<file path="src/hw/rtl/rob_pkg.sv">
// Package with the reorder buffer's constants and types.
`timescale 1ns / 1ps
package rob_pkg;
	localparam int ROB_ENTRIES = 16;
	localparam logic [1:0] STATE_COMMITTED = 2'd3;
	localparam logic [31:0] ROB_UNKNOWN = 32'hFFFF_FFFF;

	localparam logic [2:0] FN_PUSH = 3'd0;
	localparam logic [2:0] FN_POP = 3'd1;
	localparam logic [2:0] FN_UPD = 3'd2;
	localparam logic [2:0] FN_UPD_DST = 3'd3;
	localparam logic [2:0] FN_SET_DST = 3'd4;
	localparam logic [2:0] FN_FLUSH = 3'd5;
	localparam logic [2:0] FN_QUERY = 3'd6;

	localparam logic [1:0] ST_OK = 2'd0;
	localparam logic [1:0] ST_FULL = 2'd1;
	localparam logic [1:0] ST_EMPTY = 2'd2;
	localparam logic [1:0] ST_ABSENT = 2'd3;

	typedef struct packed {
		logic is_mem;
		logic [1:0] state;
		logic [31:0] value;
		logic [31:0] cycle;
		logic [31:0] dest;
	} rob_entry_t;

	// Scan token passed down the cell row during a query.
	typedef struct packed {
		logic active;
		logic known;
		logic noconf;
		logic [31:0] dest;
	} rob_scan_t;
endpackage

</file>
<file path="src/hw/rtl/rob_cell.sv">
// One slot of the reorder buffer; it also advances the query scan by one slot.
`timescale 1ns / 1ps
module rob_cell (
	input logic clk,
	input logic wr_en,
	input rob_pkg::rob_entry_t wr_data,
	input logic older,
	input rob_pkg::rob_scan_t scan_in,
	output rob_pkg::rob_entry_t entry,
	output rob_pkg::rob_scan_t scan_out
);
	import rob_pkg::*;
	rob_entry_t entry_q;

	always_ff @(posedge clk) begin
		if (wr_en) begin
			entry_q <= wr_data;
		end
	end

	assign entry = entry_q;

	always_comb begin
		scan_out = scan_in;
		if (scan_in.active && older && entry_q.is_mem) begin
			if (entry_q.dest == ROB_UNKNOWN) begin
				scan_out.known = 1'b0;
			end
			if (entry_q.dest == scan_in.dest && entry_q.state != STATE_COMMITTED) begin
				scan_out.noconf = 1'b0;
			end
		end
	end
endmodule

</file>
<file path="src/hw/rtl/reorder_buffer_with_memory_checks_top.sv">
// Top level of the reorder buffer with memory-ordering checks.
// Usage: raise start with func and the operand ports while busy is low; the
// item is taken at that edge. Exactly one result follows, marked by done,
// which stays high for one cycle; the receiver cannot stall it.
// Push, pop, update, set destination, flush, items whose id is absent and the
// unused code give their result in the cycle right after the accepting edge.
// A query on a present id walks a token along the row of slot cells, one slot
// per cycle starting at the head, and its result shows once the token has
// passed every slot. busy is high from acceptance until the result is shown.
// A new item may be started in the cycle in which done is high.
// Reset clears head pointer, count and slot valid bits; slot payload is
// left as is and is written on push before it can be read.
// full_res, empty_res and occupancy report the buffer after the item.
`timescale 1ns / 1ps
module reorder_buffer_with_memory_checks_top #(
	parameter int ENTRIES = rob_pkg::ROB_ENTRIES
) (
	input logic clk,
	input logic arst_n,
	input logic start,
	output logic busy,
	output logic done,
	input logic [2:0] func,
	input logic [3:0] entry_id,
	input logic is_mem,
	input logic [1:0] state_in,
	input logic signed [31:0] destination_in,
	input logic signed [31:0] value_in,
	input logic signed [31:0] cycle_in,
	output logic [1:0] status,
	output logic [3:0] result_id,
	output logic signed [31:0] value_out,
	output logic signed [31:0] destination_out,
	output logic [1:0] state_out,
	output logic signed [31:0] cycle_out,
	output logic is_mem_out,
	output logic addresses_known,
	output logic no_conflicting_older,
	output logic full_res,
	output logic empty_res,
	output logic [4:0] occupancy
);
	import rob_pkg::*;
	localparam int IW = (ENTRIES > 1) ? $clog2(ENTRIES) : 1;
	localparam int CW = $clog2(ENTRIES + 1);
	localparam logic [CW-1:0] FULLC = CW'(ENTRIES);

	logic [ENTRIES-1:0] valid_q;
	logic [IW-1:0] head_q;
	logic [CW-1:0] count_q;
	logic busy_q, scan_q;
	logic [CW-1:0] step_q;
	logic [IW-1:0] qage_q;
	logic [1:0] status_q;
	logic [3:0] rid_q;
	rob_entry_t res_q;
	logic known_q, noconf_q, done_q;

	// Per-slot signals.
	logic [ENTRIES-1:0] wr_en, older;
	rob_entry_t wr_data [ENTRIES];
	rob_entry_t entry [ENTRIES];
	rob_scan_t scan_in [ENTRIES];
	rob_scan_t scan_out [ENTRIES];

	// Scan token register: every cell sees it; only the cell at the current scan slot may change it.
	rob_scan_t tok_q;
	logic [IW-1:0] scan_slot;

	function automatic logic [IW-1:0] wrap(input logic [IW:0] v);
		logic [IW:0] r;
		r = (v >= (IW+1)'(ENTRIES)) ? v - (IW+1)'(ENTRIES) : v;
		return r[IW-1:0];
	endfunction

	logic acc;
	logic in_range;
	logic [IW-1:0] id_s, age_id;
	logic present;
	logic [IW-1:0] tail;

	assign acc = start && !busy_q;
	assign in_range = ({28'd0, entry_id} < 32'(ENTRIES));
	assign id_s = entry_id[IW-1:0];
	assign age_id = wrap({1'b0, id_s} + (IW+1)'(ENTRIES) - {1'b0, head_q});
	assign present = in_range && ({1'b0, age_id} < (IW+1)'(count_q)) && valid_q[id_s];
	assign tail = wrap({1'b0, head_q} + (IW+1)'(count_q));
	assign scan_slot = wrap({1'b0, head_q} + (IW+1)'(step_q));

	genvar g;
	generate
		for (g = 0; g < ENTRIES; g++) begin : g_cell
			assign scan_in[g] = tok_q;
			assign older[g] = (IW'(g) == scan_slot) && (step_q < CW'(qage_q));
			always_comb begin
				wr_en[g] = 1'b0;
				wr_data[g] = entry[g];
				if (acc && func == FN_PUSH && count_q < FULLC && tail == IW'(g)) begin
					wr_en[g] = 1'b1;
					wr_data[g] = '{is_mem: is_mem, state: state_in, value: ROB_UNKNOWN,
						cycle: ROB_UNKNOWN, dest: destination_in};
				end else if (acc && present && id_s == IW'(g) &&
						(func == FN_UPD || func == FN_UPD_DST || func == FN_SET_DST)) begin
					wr_en[g] = 1'b1;
					if (func != FN_SET_DST) begin
						wr_data[g].value = value_in;
						wr_data[g].cycle = cycle_in;
						wr_data[g].state = state_in;
					end
					if (func != FN_UPD) begin
						wr_data[g].dest = destination_in;
					end
				end
			end
			rob_cell u_cell (
				.clk(clk), .wr_en(wr_en[g]), .wr_data(wr_data[g]), .older(older[g]),
				.scan_in(scan_in[g]), .entry(entry[g]), .scan_out(scan_out[g])
			);
		end
	endgenerate

	always_ff @(posedge clk or negedge arst_n) begin
		if (!arst_n) begin
			valid_q <= '0;
			head_q <= '0;
			count_q <= '0;
			busy_q <= 1'b0;
			scan_q <= 1'b0;
			done_q <= 1'b0;
			step_q <= '0;
			tok_q <= '0;
			qage_q <= '0;
			status_q <= ST_OK;
			rid_q <= '0;
			res_q <= '0;
			known_q <= 1'b0;
			noconf_q <= 1'b0;
		end else begin
			done_q <= 1'b0;
			if (scan_q) begin
				tok_q <= scan_out[scan_slot];
				if (step_q == FULLC - CW'(1)) begin
					scan_q <= 1'b0;
					busy_q <= 1'b0;
					done_q <= 1'b1;
					known_q <= scan_out[scan_slot].known;
					noconf_q <= scan_out[scan_slot].noconf;
				end else begin
					step_q <= step_q + CW'(1);
				end
			end else if (acc) begin
				status_q <= ST_OK;
				rid_q <= entry_id;
				res_q <= '0;
				known_q <= 1'b0;
				noconf_q <= 1'b0;
				done_q <= 1'b1;
				case (func)
					FN_PUSH: begin
						rid_q <= '0;
						if (count_q >= FULLC) begin
							status_q <= ST_FULL;
						end else begin
							valid_q[tail] <= 1'b1;
							count_q <= count_q + CW'(1);
							rid_q <= 4'(tail);
						end
					end
					FN_POP: begin
						rid_q <= '0;
						if (count_q == '0) begin
							status_q <= ST_EMPTY;
						end else begin
							res_q <= entry[head_q];
							valid_q[head_q] <= 1'b0;
							head_q <= wrap({1'b0, head_q} + (IW+1)'(1));
							count_q <= count_q - CW'(1);
							rid_q <= 4'(head_q);
						end
					end
					FN_UPD, FN_UPD_DST, FN_SET_DST, FN_FLUSH, FN_QUERY: begin
						if (!present) begin
							status_q <= ST_ABSENT;
						end else if (func == FN_FLUSH) begin
							for (int k = 0; k < ENTRIES; k++) begin
								if (wrap({1'b0, IW'(k)} + (IW+1)'(ENTRIES) - {1'b0, head_q})
										> age_id) begin
									valid_q[k] <= 1'b0;
								end
							end
							count_q <= CW'(age_id) + CW'(1);
						end else if (func == FN_QUERY) begin
							res_q <= entry[id_s];
							qage_q <= age_id;
							step_q <= '0;
							tok_q <= '{active: 1'b1, known: 1'b1, noconf: 1'b1,
								dest: entry[id_s].dest};
							scan_q <= 1'b1;
							busy_q <= 1'b1;
							done_q <= 1'b0;
						end
					end
					default: begin
					end
				endcase
			end
		end
	end

	assign busy = busy_q;
	assign done = done_q;
	assign status = status_q;
	assign result_id = rid_q;
	assign value_out = res_q.value;
	assign destination_out = res_q.dest;
	assign state_out = res_q.state;
	assign cycle_out = res_q.cycle;
	assign is_mem_out = res_q.is_mem;
	assign addresses_known = known_q;
	assign no_conflicting_older = noconf_q;
	assign full_res = (count_q == FULLC);
	assign empty_res = (count_q == '0);
	assign occupancy = 5'(count_q);
endmodule

</file>
<file path="config.mk">
export PLATFORM = sky130hd
export DESIGN_NAME = reorder_buffer_with_memory_checks_top
export DESIGN_NICKNAME = d
export VERILOG_FILES = /design/src/hw/rtl/rob_pkg.sv /design/src/hw/rtl/rob_cell.sv /design/src/hw/rtl/reorder_buffer_with_memory_checks_top.sv
export SDC_FILE = /design/constraint.sdc
export NUM_CORES = 2
export LEC_CHECK = 0
export CELL_PAD_IN_SITES_DETAIL_PLACEMENT = 1
export CELL_PAD_IN_SITES_GLOBAL_PLACEMENT = 1
export CORE_AREA = 2 2 485 367
export DETAILED_ROUTE_END_ITERATION = 7
export DIE_AREA = 0 0 487 369
export DONT_BUFFER_PORTS = 1
export PLACE_DENSITY_LB_ADDON = 0.1
export SLEW_MARGIN = 20
export SYNTH_ARGS = -nofsm -noshare
export SYNTH_HDL_FRONTEND = slang
export SYNTH_SLANG_ARGS = --single-unit
</file>
<file path="constraint.sdc">
create_clock -name clk -period 14.6 [get_ports clk]
set_input_delay 4.38 -clock clk [delete_from_list [all_inputs] [get_ports clk]]
set_output_delay 4.38 -clock clk [all_outputs]
set_load 0.02 [all_outputs]
</file>
==> out/results.txt <==
status: completed
clk root buf: clkbuf_16
Synth area leaders: edfxtp_1 (50%), mux4_2 (23%), dfrtp_1 (4.7%)
simple-gate share of the synthesized area: 10.8%
post-synthesis mux area share: 23.8%
Pleak: 35.7 nW
Avg Cell Area, Syn: 15.7 sq um
GR Overflow Total: 0
WP buf/inv: 6
Int Power: 0.0110 W
syn nets: 6245
final WL: 401000 um
synthesized area: 95600 sq um
Avg WL per Cell: 48.1 um
post-route clock skew: 52.8 ps
Layout Nets: 6044
post-CTS setup buffer count: 0
Worst Path Required: 15060 ps
Post-synth top cells: edfxtp_1 (1584), mux4_2 (995), nand2b_1 (520), or2_2 (474), xor2_1 (396)
worst min path class: reg -> reg
gr usage total: 44.7%
Worst setup EP type: flip-flop
slowest CP cell: o22ai_4
Slew HR: 6.37%
dominant cell by count in the synthesized netlist: edfxtp_1
switching power: 0.00652 W
Longest Clk Path Bufs: 3
combinational power share: 35.9%
# H-tree levels: 4
first-pass GRT wire length: 547000 um
initial core utilization: 54.8%
Tcrit/Tclk final: 72.7%
Seq/Total Area, Yosys: 54.4%
Via density: 7.73
setup TNS: 0 ps
placed cell areas: 98100 sq um
Core Region: 175000 sq um
CP delay by family, top: buffers and inverters
Final Cell Area: 104000 sq um
ANT nets after route: 0
cell taking the most area after synthesis: edfxtp_1
Peak VDD IR: 175 uV
vias: 64400
hpwl dp: 262000 um
Worst setup SP type: input pin
hold buffer count at cts: 0
CTS sink count: 1763
Final Util: 59.8%
Adder-Cell Fraction of Synth Area: 0.869%
Fmax achieved: 94.2 MHz
Die Y-Extent: 369 um
vias in the first global route: 63000
Synth Area in XOR/XNOR: 4.91%
CTS clk-pin slew, worst paths: 60 ps
largest family of logic cells by synthesized area: multiplexers
Total Power: 0.0176 W
FFs w/ async S/R, synth: 10.2%
Slew Viols, Final: 0
I/O Buffers: 0
die area: 180000 sq um
Pre-antenna DRT Iters: 6
Syn Inst Count: 6072
endpoints failing setup: 0
Worst path max stage delay: 910 ps
DR iter-0 viols: 11000
worst-path cell chain: buf_16 -> buf_16 -> inv_1 -> ha_1 -> fa_1 -> inv_1 -> ha_1 -> a21boi_0 -> o21a_1 -> o21a_1 -> o21bai_1 -> nand2_1 -> nor2_1 -> nand3_1 -> o22ai_4 -> buf_4 -> buf_4
crit path DAT: 11070 ps
CTS tree: yes
min Tclk post-route: 10620 ps
Top FF cell, synth: edfxtp_1
DIE WIDTH: 487 um
Skew-Pair Late Insertion Delay: 860 ps
I/O Pins: 225
Placer Congestion: 1.12
PnR worst setup slack: 3980 ps
WS Path Type: in -> reg
Compound-Gate Fraction of Synth Area: 2.70%
fillers: 15400
Area Growth Syn to Fin: 9.23%
pwr/cell area: 168 nW/um^2
number of synthesized flops with an enable pin: 1584
initial antenna violation count: 26
post-synthesis cell type count: 61
Max FO, Critical Path: 108
pin count of the biggest net entering global routing: 409
Max-Cap Viols: 0
Row Count: 133
clock group share of total power: 27.3%
Seq pwr share: 36.8%
Synth top area share: 49.7%
CTS Buf Count: 176
RSZ-0062 raised after global routing: false
switching share of total power: 37.1%
total count of hold-check failures in the final report: 0
#FFs+latches synth: 1763
Post-Place Worst Slack: 4250 ps
Synth warnings: 0
post_cts resized: 0
drt drc: 0
Slew @ Worst Pin: 1390 ps
share of layout cells above drive strength 1: 34.6%
==> sequential cells by signal, summed over array words and instances, names as in the netlist, 4 cells and up <==
name                 flops
cycle_out               32
destination_out         32
g_cell.u_cell.entry   1584
head_q                   4
occupancy                5
qage_q                   4
result_id                4
scan_in                 35
step_q                   5
valid_q                 16
value_out               32
==> cell families after synthesis <==
| kind of cell | count (synthesis) |
|---|---|
| buffers and inverters | 584 |
| DFF | 1763 |
| and+or+nand+nor | 1788 |
| adders and majority gates | 64 |
| muxes | 1027 |
| xor gates and xnor gates | 536 |
| AOI/OAI and AO/OA | 310 |
==> per-layer routing <==
metal  global-route usage [%]  wire length, um
met2                     61.4           167000
met1                     62.7           149000
met5                     1.29              783
met4                     9.90            11400
met3                     24.2            72900
==> metrics by stage <==
| step | hold WS, ps | cells |
|---|---|---|
| 2_1_floorplan | 425 | 6072 |
| 6_report | 505 | 8332 |
| 4_1_cts | 495 | 8309 |
| 3_3_place_gp | 469 | 7981 |
| 3_5_place_dp | 479 | 7981 |
| 5_1_grt | 522 | 8319 |
==> layout make-up <==
class,instances,area (sq um),share of cell area (%)
repair buffers,160,1370,1.31
flip-flops and latches,1763,52100,49.8
clock inverters,106,1210,1.16
diodes,16,40.0,0.0383
multi-input cells,3725,42000,40.2
well taps,2295,2870,2.75
clock buffers,222,4760,4.56
inverters,45,176,0.169
==> placed cells by master (no fill, tap or decap), drive strengths merged, types with 16 or more instances in the layout <==
master / count
xnor2: 140
or2: 514
a21oi: 58
edfxtp: 1584
mux4: 995
buf: 160
o21ai: 58
nand2b: 520
bufinv: 20
nor2: 251
diode: 16
nand2: 84
clkbuf: 222
dfrtp: 179
xor2: 396
o22ai: 19
a221oi: 101
nand3: 37
nor4: 123
mux2: 32
ha: 60
o31ai: 18
nand4: 177
nor3: 19
inv: 51
clkinv: 71
==> power by group through the flow <==
| stage | Sequential (W) | Clock (W) | Combinational (W) |
|---|---|---|---|
| after floorplan | 0.00629 | 0 | 0.00401 |
| after global placement | 0.00653 | 0 | 0.00582 |
| after detailed placement | 0.00655 | 0 | 0.00595 |
| after CTS | 0.00645 | 0.00480 | 0.00600 |
| after global routing | 0.00648 | 0.00498 | 0.00646 |
| final | 0.00647 | 0.00480 | 0.00630 |
==> path summary, 6_finish.rpt <==
check | from | to | slack, ps | cells past startpoint
min in group asynchronous | arst_n | destination_out[7] | 3240 | 0
min reg2reg | scan_in[34] | scan_in[34] | 500 | 1
min | scan_in[34] | scan_in[34] | 500 | 1
max in group asynchronous | arst_n | value_out[13] | 10600 | 0
max reg2reg | head_q[1] | g_cell[10].u_cell.entry[83] | 7880 | 16
max | entry_id[0] | g_cell[10].u_cell.entry[83] | 3980 | 17
Power figures use the tool's default switching activity.
